===== src/hdl/block_admission_word_fifo_top_defines.svh =====
// Assertion macros shared by the word FIFO modules.
// Depends on nothing; included by the files that check their own logic.
`ifndef BLOCK_ADMISSION_WORD_FIFO_TOP_DEFINES_SVH
`define BLOCK_ADMISSION_WORD_FIFO_TOP_DEFINES_SVH

// Check that cons holds in the same cycle as ante.
`define BAWF_ASSERT_NOW(label, clk, rst_n, ante, cons, msg) \
	label: assert property (@(posedge clk) disable iff (!rst_n) (ante) |-> (cons)) \
		else $error(msg);

// Check that cons holds in the cycle after ante.
`define BAWF_ASSERT_NEXT(label, clk, rst_n, ante, cons, msg) \
	label: assert property (@(posedge clk) disable iff (!rst_n) (ante) |=> (cons)) \
		else $error(msg);

`endif


===== src/hdl/bawf_pkg.sv =====
// Shared widths, codes and controller/datapath handoff types for the word FIFO.
// Depends on nothing; every other file of the block but the assertion macro header uses it.
package bawf_pkg;

	localparam int DEPTH_DEF    = 1024;
	localparam int MAX_READ_DEF = 64;

	localparam int BYTE_W     = 8;
	localparam int WORD_W     = 16;
	localparam int FUNC_W     = 3;
	localparam int COUNT_W    = 11;
	localparam int STATUS_W   = 2;
	localparam int SIZE_W     = 11;
	localparam int MRL_W      = 7;
	localparam int CFG_IDX_W  = 1;
	localparam int CFG_DATA_W = 11;

	localparam logic [SIZE_W-1:0] SIZE_RST = 11'd1024;
	localparam logic [MRL_W-1:0]  MRL_RST  = 7'd64;

	typedef enum logic [FUNC_W-1:0] {
		FUNC_WRITE  = 3'd0,
		FUNC_READ   = 3'd1,
		FUNC_PEEK   = 3'd2,
		FUNC_COMMIT = 3'd3,
		FUNC_RESET  = 3'd4
	} func_t;

	typedef enum logic [STATUS_W-1:0] {
		STAT_OK       = 2'd0,
		STAT_OVERRUN  = 2'd1,
		STAT_SHORT    = 2'd2,
		STAT_TOO_LONG = 2'd3
	} status_t;

	typedef enum logic [CFG_IDX_W-1:0] {
		CFG_BUFFER_SIZE     = 1'b0,
		CFG_MAX_READ_LENGTH = 1'b1
	} cfg_idx_t;

	typedef enum logic [1:0] {
		ST_IDLE,
		ST_EMIT,
		ST_COMMIT
	} state_t;

	typedef struct packed {
		logic take;
		logic emit_word;
		logic commit_step;
		logic commit_finish;
	} dp_cmd_t;

	typedef struct packed {
		logic out_free;
		logic start_stream;
		logic start_commit;
		logic emit_last;
		logic commit_wrap;
	} dp_stat_t;

endpackage


===== src/hdl/bawf_ctrl.sv =====
// Controller of the word FIFO: sequences request intake, word streaming and commit wrap.
// Depends on bawf_pkg and the assertion macros; commands bawf_dpath.
`include "block_admission_word_fifo_top_defines.svh"

module bawf_ctrl (
	input  logic               clk,
	input  logic               arst_n,
	input  logic               req_valid,
	output logic               req_ready,
	input  bawf_pkg::dp_stat_t stat,
	output bawf_pkg::dp_cmd_t  cmd
);

	bawf_pkg::state_t state_q;
	bawf_pkg::state_t state_nx;

	always_ff @(posedge clk or negedge arst_n) begin
		if (!arst_n) begin
			state_q <= bawf_pkg::ST_IDLE;
		end else begin
			state_q <= state_nx;
		end
	end

	always_comb begin
		state_nx  = state_q;
		cmd       = '0;
		req_ready = 1'b0;
		unique case (state_q)
			bawf_pkg::ST_IDLE: begin
				req_ready = stat.out_free;
				if (req_valid && stat.out_free) begin
					cmd.take = 1'b1;
					if (stat.start_stream) begin
						state_nx = bawf_pkg::ST_EMIT;
					end else if (stat.start_commit) begin
						state_nx = bawf_pkg::ST_COMMIT;
					end
				end
			end
			bawf_pkg::ST_EMIT: begin
				if (stat.out_free) begin
					cmd.emit_word = 1'b1;
					if (stat.emit_last) begin
						state_nx = bawf_pkg::ST_IDLE;
					end
				end
			end
			bawf_pkg::ST_COMMIT: begin
				if (stat.commit_wrap) begin
					cmd.commit_step = 1'b1;
				end else if (stat.out_free) begin
					cmd.commit_finish = 1'b1;
					state_nx          = bawf_pkg::ST_IDLE;
				end
			end
			default: begin
				state_nx = bawf_pkg::ST_IDLE;
			end
		endcase
	end

	`BAWF_ASSERT_NOW(a_cmd_onehot, clk, arst_n, 1'b1, $onehot0(cmd), "more than one datapath command at once")
	`BAWF_ASSERT_NOW(a_busy_blocks_req, clk, arst_n, state_q != bawf_pkg::ST_IDLE, !req_ready, "request taken while busy")
	`BAWF_ASSERT_NEXT(a_stream_starts, clk, arst_n, cmd.take && stat.start_stream, state_q == bawf_pkg::ST_EMIT, "stream request did not start emission")

endmodule


===== config.mk =====
export PLATFORM = sky130hd
export DESIGN_NAME = bawf_ctrl
export DESIGN_NICKNAME = d
export VERILOG_FILES = /design/src/hdl/bawf_pkg.sv /design/src/hdl/bawf_ctrl.sv
export VERILOG_INCLUDE_DIRS = /design/src /design/src/hdl
export SDC_FILE = /design/constraint.sdc
export NUM_CORES = 1
export LEC_CHECK = 0
export ABC_AREA = 0
export BUFFER_PORTS_ARGS = -buffer_cell sky130_fd_sc_hd__buf_2
export CAP_MARGIN = 20
export CORE_AREA = 3 3 40 42
export DETAILED_ROUTE_END_ITERATION = 8
export DIE_AREA = 0 0 43 45
export PLACE_DENSITY = 0.43
export SLEW_MARGIN = 20
export SYNTH_ARGS = -nofsm -noshare
export SYNTH_HDL_FRONTEND = slang
export SYNTH_SLANG_ARGS = --single-unit

===== constraint.sdc =====
create_clock -name clk -period 2.1 [get_ports clk]
set_clock_uncertainty 0.15 [all_clocks]
set_input_delay 0.315 -clock clk [delete_from_list [all_inputs] [get_ports clk]]
set_output_delay 0.315 -clock clk [all_outputs]
set_load 0.1 [all_outputs]

== Word-level counts from Yosys, hierarchy flattened ==
Cells that the tools add are included.
Word-level totals
  register bits: 2
  input bits: 8
  output and inout bits: 5
  word-level logic and storage cells: 28
Operators by class
  equal/unequal tests: 8
  multiplexer cells: 16
  reductions and logical operators: 3
Operators by type and width (count)
  $mux W2: 8
  $ne A2 B2 Y1 const B: 5
  $mux W1: 7
  $pmux W2 S3: 1
  $reduce_and A6 Y1: 1
  $ne A3 B3 Y1 const B: 1
  $eq A2 B1 Y1 const B: 1
  $eq A2 B2 Y1 const B: 1
  $logic_not A2 Y1: 1
  $logic_and A1 B1 Y1: 1

== Depth between registers and ports, before layout ==
  depth after elaboration: 4
  depth in mapped cells: 2
  mapped depth without buffers: 2

== Least setup slack after synthesis ==
OpenSTA, ideal clock, no wires.
  path type: register to output
  start point: reg state_q[0]
  end point: out cmd[0] in the netlist's numbering
  arrival time: 2.674 ns
  required time: 1.635 ns
  path slack: -1.039 ns
  stages on the path, launching flop included: 2
  buffers on the path: 0
  cells stage by stage: dfrtp_1 -> nor3b_1
RTL lines
  from (decl): line bawf_ctrl.sv:14  | bawf_pkg::state_t state_q;
  from (signal assigned): line bawf_ctrl.sv:19  | state_q <= bawf_pkg::ST_IDLE;
  from (signal assigned): line bawf_ctrl.sv:21  | state_q <= state_nx;
  to (decl): line bawf_ctrl.sv:11  | output bawf_pkg::dp_cmd_t cmd

==> impl_metrics.csv <==
group,metric,value,unit
synth,yosysSeqAreaShare,34.2,%
critical_path,startpoint_type,"flop",
place,portBuffers,12,
synth,synth.top_cells.by_area,"dfrtp_1, nor4b_2, and2_1",
synth,synth.top_cell.area_share,34.2,%
place,gp_congestion,0.712,
layout,area_growth,88.9,%
routing,wl_per_cell,10.5,µm
pwr,p_per_area,1340,nW/µm²
critical_path,path_buf_inv,1,
sta,slew_headroom,67.7,%
critical_path,crit_type,"reg2out",
layout,multiInputGateArea,110,µm²
routing,drc,0,
floorplan,die_h,45,µm
sta,min_period_over_period,91.9,%
floorplan,die_w,43,µm
clocking,htree_levels,1,
worst_hold_path,hold_path_depth,2,
clocking,clk_pin_slew,0.03,ns
flow_run,drv_cap,0,
layout,num_antenna_cells,0,
routing,ant_nets,0,
layout,largest_reg_flops,2,
floorplan,row_count,13,
routing,first_pass_iters,1,
clocking,cts_tree,"built",
grt,grt_max_degree,8,
layout,fillCellCount,148,
synth,netlist_area,146,µm²
synth,synth_cell_types,11,
clocking,clock_latency,0.23,ns
grt,grt_use_total,5.99,%
floorplan,io-pin-count,13,
synth,yosysTopAreaCell,"dfrtp_1",
clocking,cts-root-buf,"clkbuf_4",
pwr,p_int,173,µW
sta,tightest_slew,0.488,ns
sta,max_freq,0.518,GHz
place,dpl.hpwl,395,µm
clocking,cts_made_buffers,3,
routing,drtIter0Drc,0,
critical_path,max_stage_delay,0.45,ns
clocking,clockBufferDepth,2,
pwr,total_power,371,µW
pwr,combPwrFrac,52.1,%
sta,finalSetupViolCount,0,
routing,vias,173,
critical_path,cp_max_fo,7,
critical_path,cp_slowest_cell,"dfrtp_2",
layout,top_regs,"state_q: 2 flops",
grt,overflow,0,
grt,grt_pass1_wl,800,µm
sta,rsz0062_at_grt,"no",
layout,regMostFlops,"state_q",
routing,vias_per_cell,3.84,
pwr,p_clk_share,25.6,%
pwr,leakage,0.000135,µW
clocking,post_cts_buffers,0,
critical_path,endpoint_kind,"output pin",
critical_path,path_depth,3,
pwr,swShare,53.3,%
critical_path,cp.arrival,1.47,ns
layout,final_common_cell,"buf_2",
synth,yosysWarnings,0,
synth,synth_seq_cells,2,
floorplan,die-area,1940,µm²
sta,final.min_clock_period,1.93,ns
clocking,cts.sinks,2,
critical_path,crit_chain,"nor3b_4 > and2_4 > buf_2",
critical_path,r2r_slack,0.97,ns
critical_path,reg2regPathDepth,2,
layout,layout-drive-gt1-share,73.3,%
synth,avgSynthCellArea,11.3,µm²
routing,wirelength,471,µm
sta,hold_viol,0,
layout,regArea,51.3,µm²
pwr,vdd_drop_max,0.263,mV
grt,antenna_found_initial,0,
sta,slew_viol_final,0,
critical_path,crit_required,1.63,ns
floorplan,initial_core_util,11.4,%
sta,tns,0,ns
layout,mostFrequentLayoutCells,"buf_2, clkbuf_4",
layout,nNetsFinal,39,
synth,synth_fp_nets,21,
pwr,seqPwrFrac,22.2,%
floorplan,fp.coreArea,1280,µm²
synth,syn_inst,13,
pwr,p_sw,197,µW
run_status,outcome,"completed",
critical_path,crit_family,"flip-flops",
grt,grt_pass1_vias,174,
worst_hold_path,min_path_type,"in2reg",
## metrics by stage
stage	std cells	setup slack, ns	cell area [µm²]	utilization [%]	hold WS (ns)
4_1_cts	45	0.150	277	21.5	0.132
6_report	45	0.169	277	21.5	0.138
3_3_place_gp	40	0.433	240	18.7	-0.0481
3_5_place_dp	40	0.401	240	18.7	-0.0454
5_1_grt	45	0.0988	277	21.5	0.141
2_1_floorplan	13	-0.188	161	-	-0.131
## cell usage after synthesis
| cell type | instances |
|---|---|
| a32o_2 | 1 |
| nor4b_2 | 1 |
| nand2b_1 | 1 |
| a31oi_1 | 1 |
| dfrtp_1 | 2 |
| nor2b_1 | 1 |
| nor3b_1 | 1 |
| and2_1 | 2 |
| and3b_2 | 1 |
| nor3b_2 | 1 |
| a311oi_1 | 1 |
## timing repair
action | 4_1_cts | 5_1_grt
gates resized for setup | 0 | 0
hold endpoints to repair | 2 | 0
hold buffers | 1 | 0
## area by class of cell
cell class | instances | share of cell area [%]
multi-input cells | 11 | 39.8
well taps | 15 | 6.79
repair buffers | 13 | 25.3
clock buffers | 4 | 9.50
flip-flops and latches | 2 | 18.6
## power groups by stage
stage,Sequential (µW),Clock [µW],Combinational (µW)
finish,82.3,95.0,193
global route,86.4,106,201
CTS,83.2,101,195
detailed placement,83.5,0,193
global placement,81.2,0,192
floorplan,78.0,0,166
## kinds of logic (layout without fill, tap and decap cells)
logic type,count (synthesis),after routing,share of synthesized area (%)
compound gates,3,3,18.0
buf+inv,0,17,0
simple gates,8,8,47.9
flops,2,2,34.2
## routing by layer
metal | track usage (%) | wire (µm)
met5 | 0 | 0
met3 | 3.59 | 68
met2 | 7.78 | 217
met1 | 6.01 | 185
met4 | 7.23 | 0
## worst paths after layout
kind	from	to
max in group asynchronous	arst_n	state_q[0]$_DFFE_PN0P_
worst min register to register	state_q[1]$_DFFE_PN0P_	state_q[0]$_DFFE_PN0P_
worst max-delay path	state_q[0]$_DFFE_PN0P_	cmd[3]
worst min-delay path	stat[1]	state_q[0]$_DFFE_PN0P_
min in group asynchronous	arst_n	state_q[0]$_DFFE_PN0P_
worst max register to register	state_q[1]$_DFFE_PN0P_	state_q[1]$_DFFE_PN0P_
No activity file was read; power rests on OpenSTA's default activity.
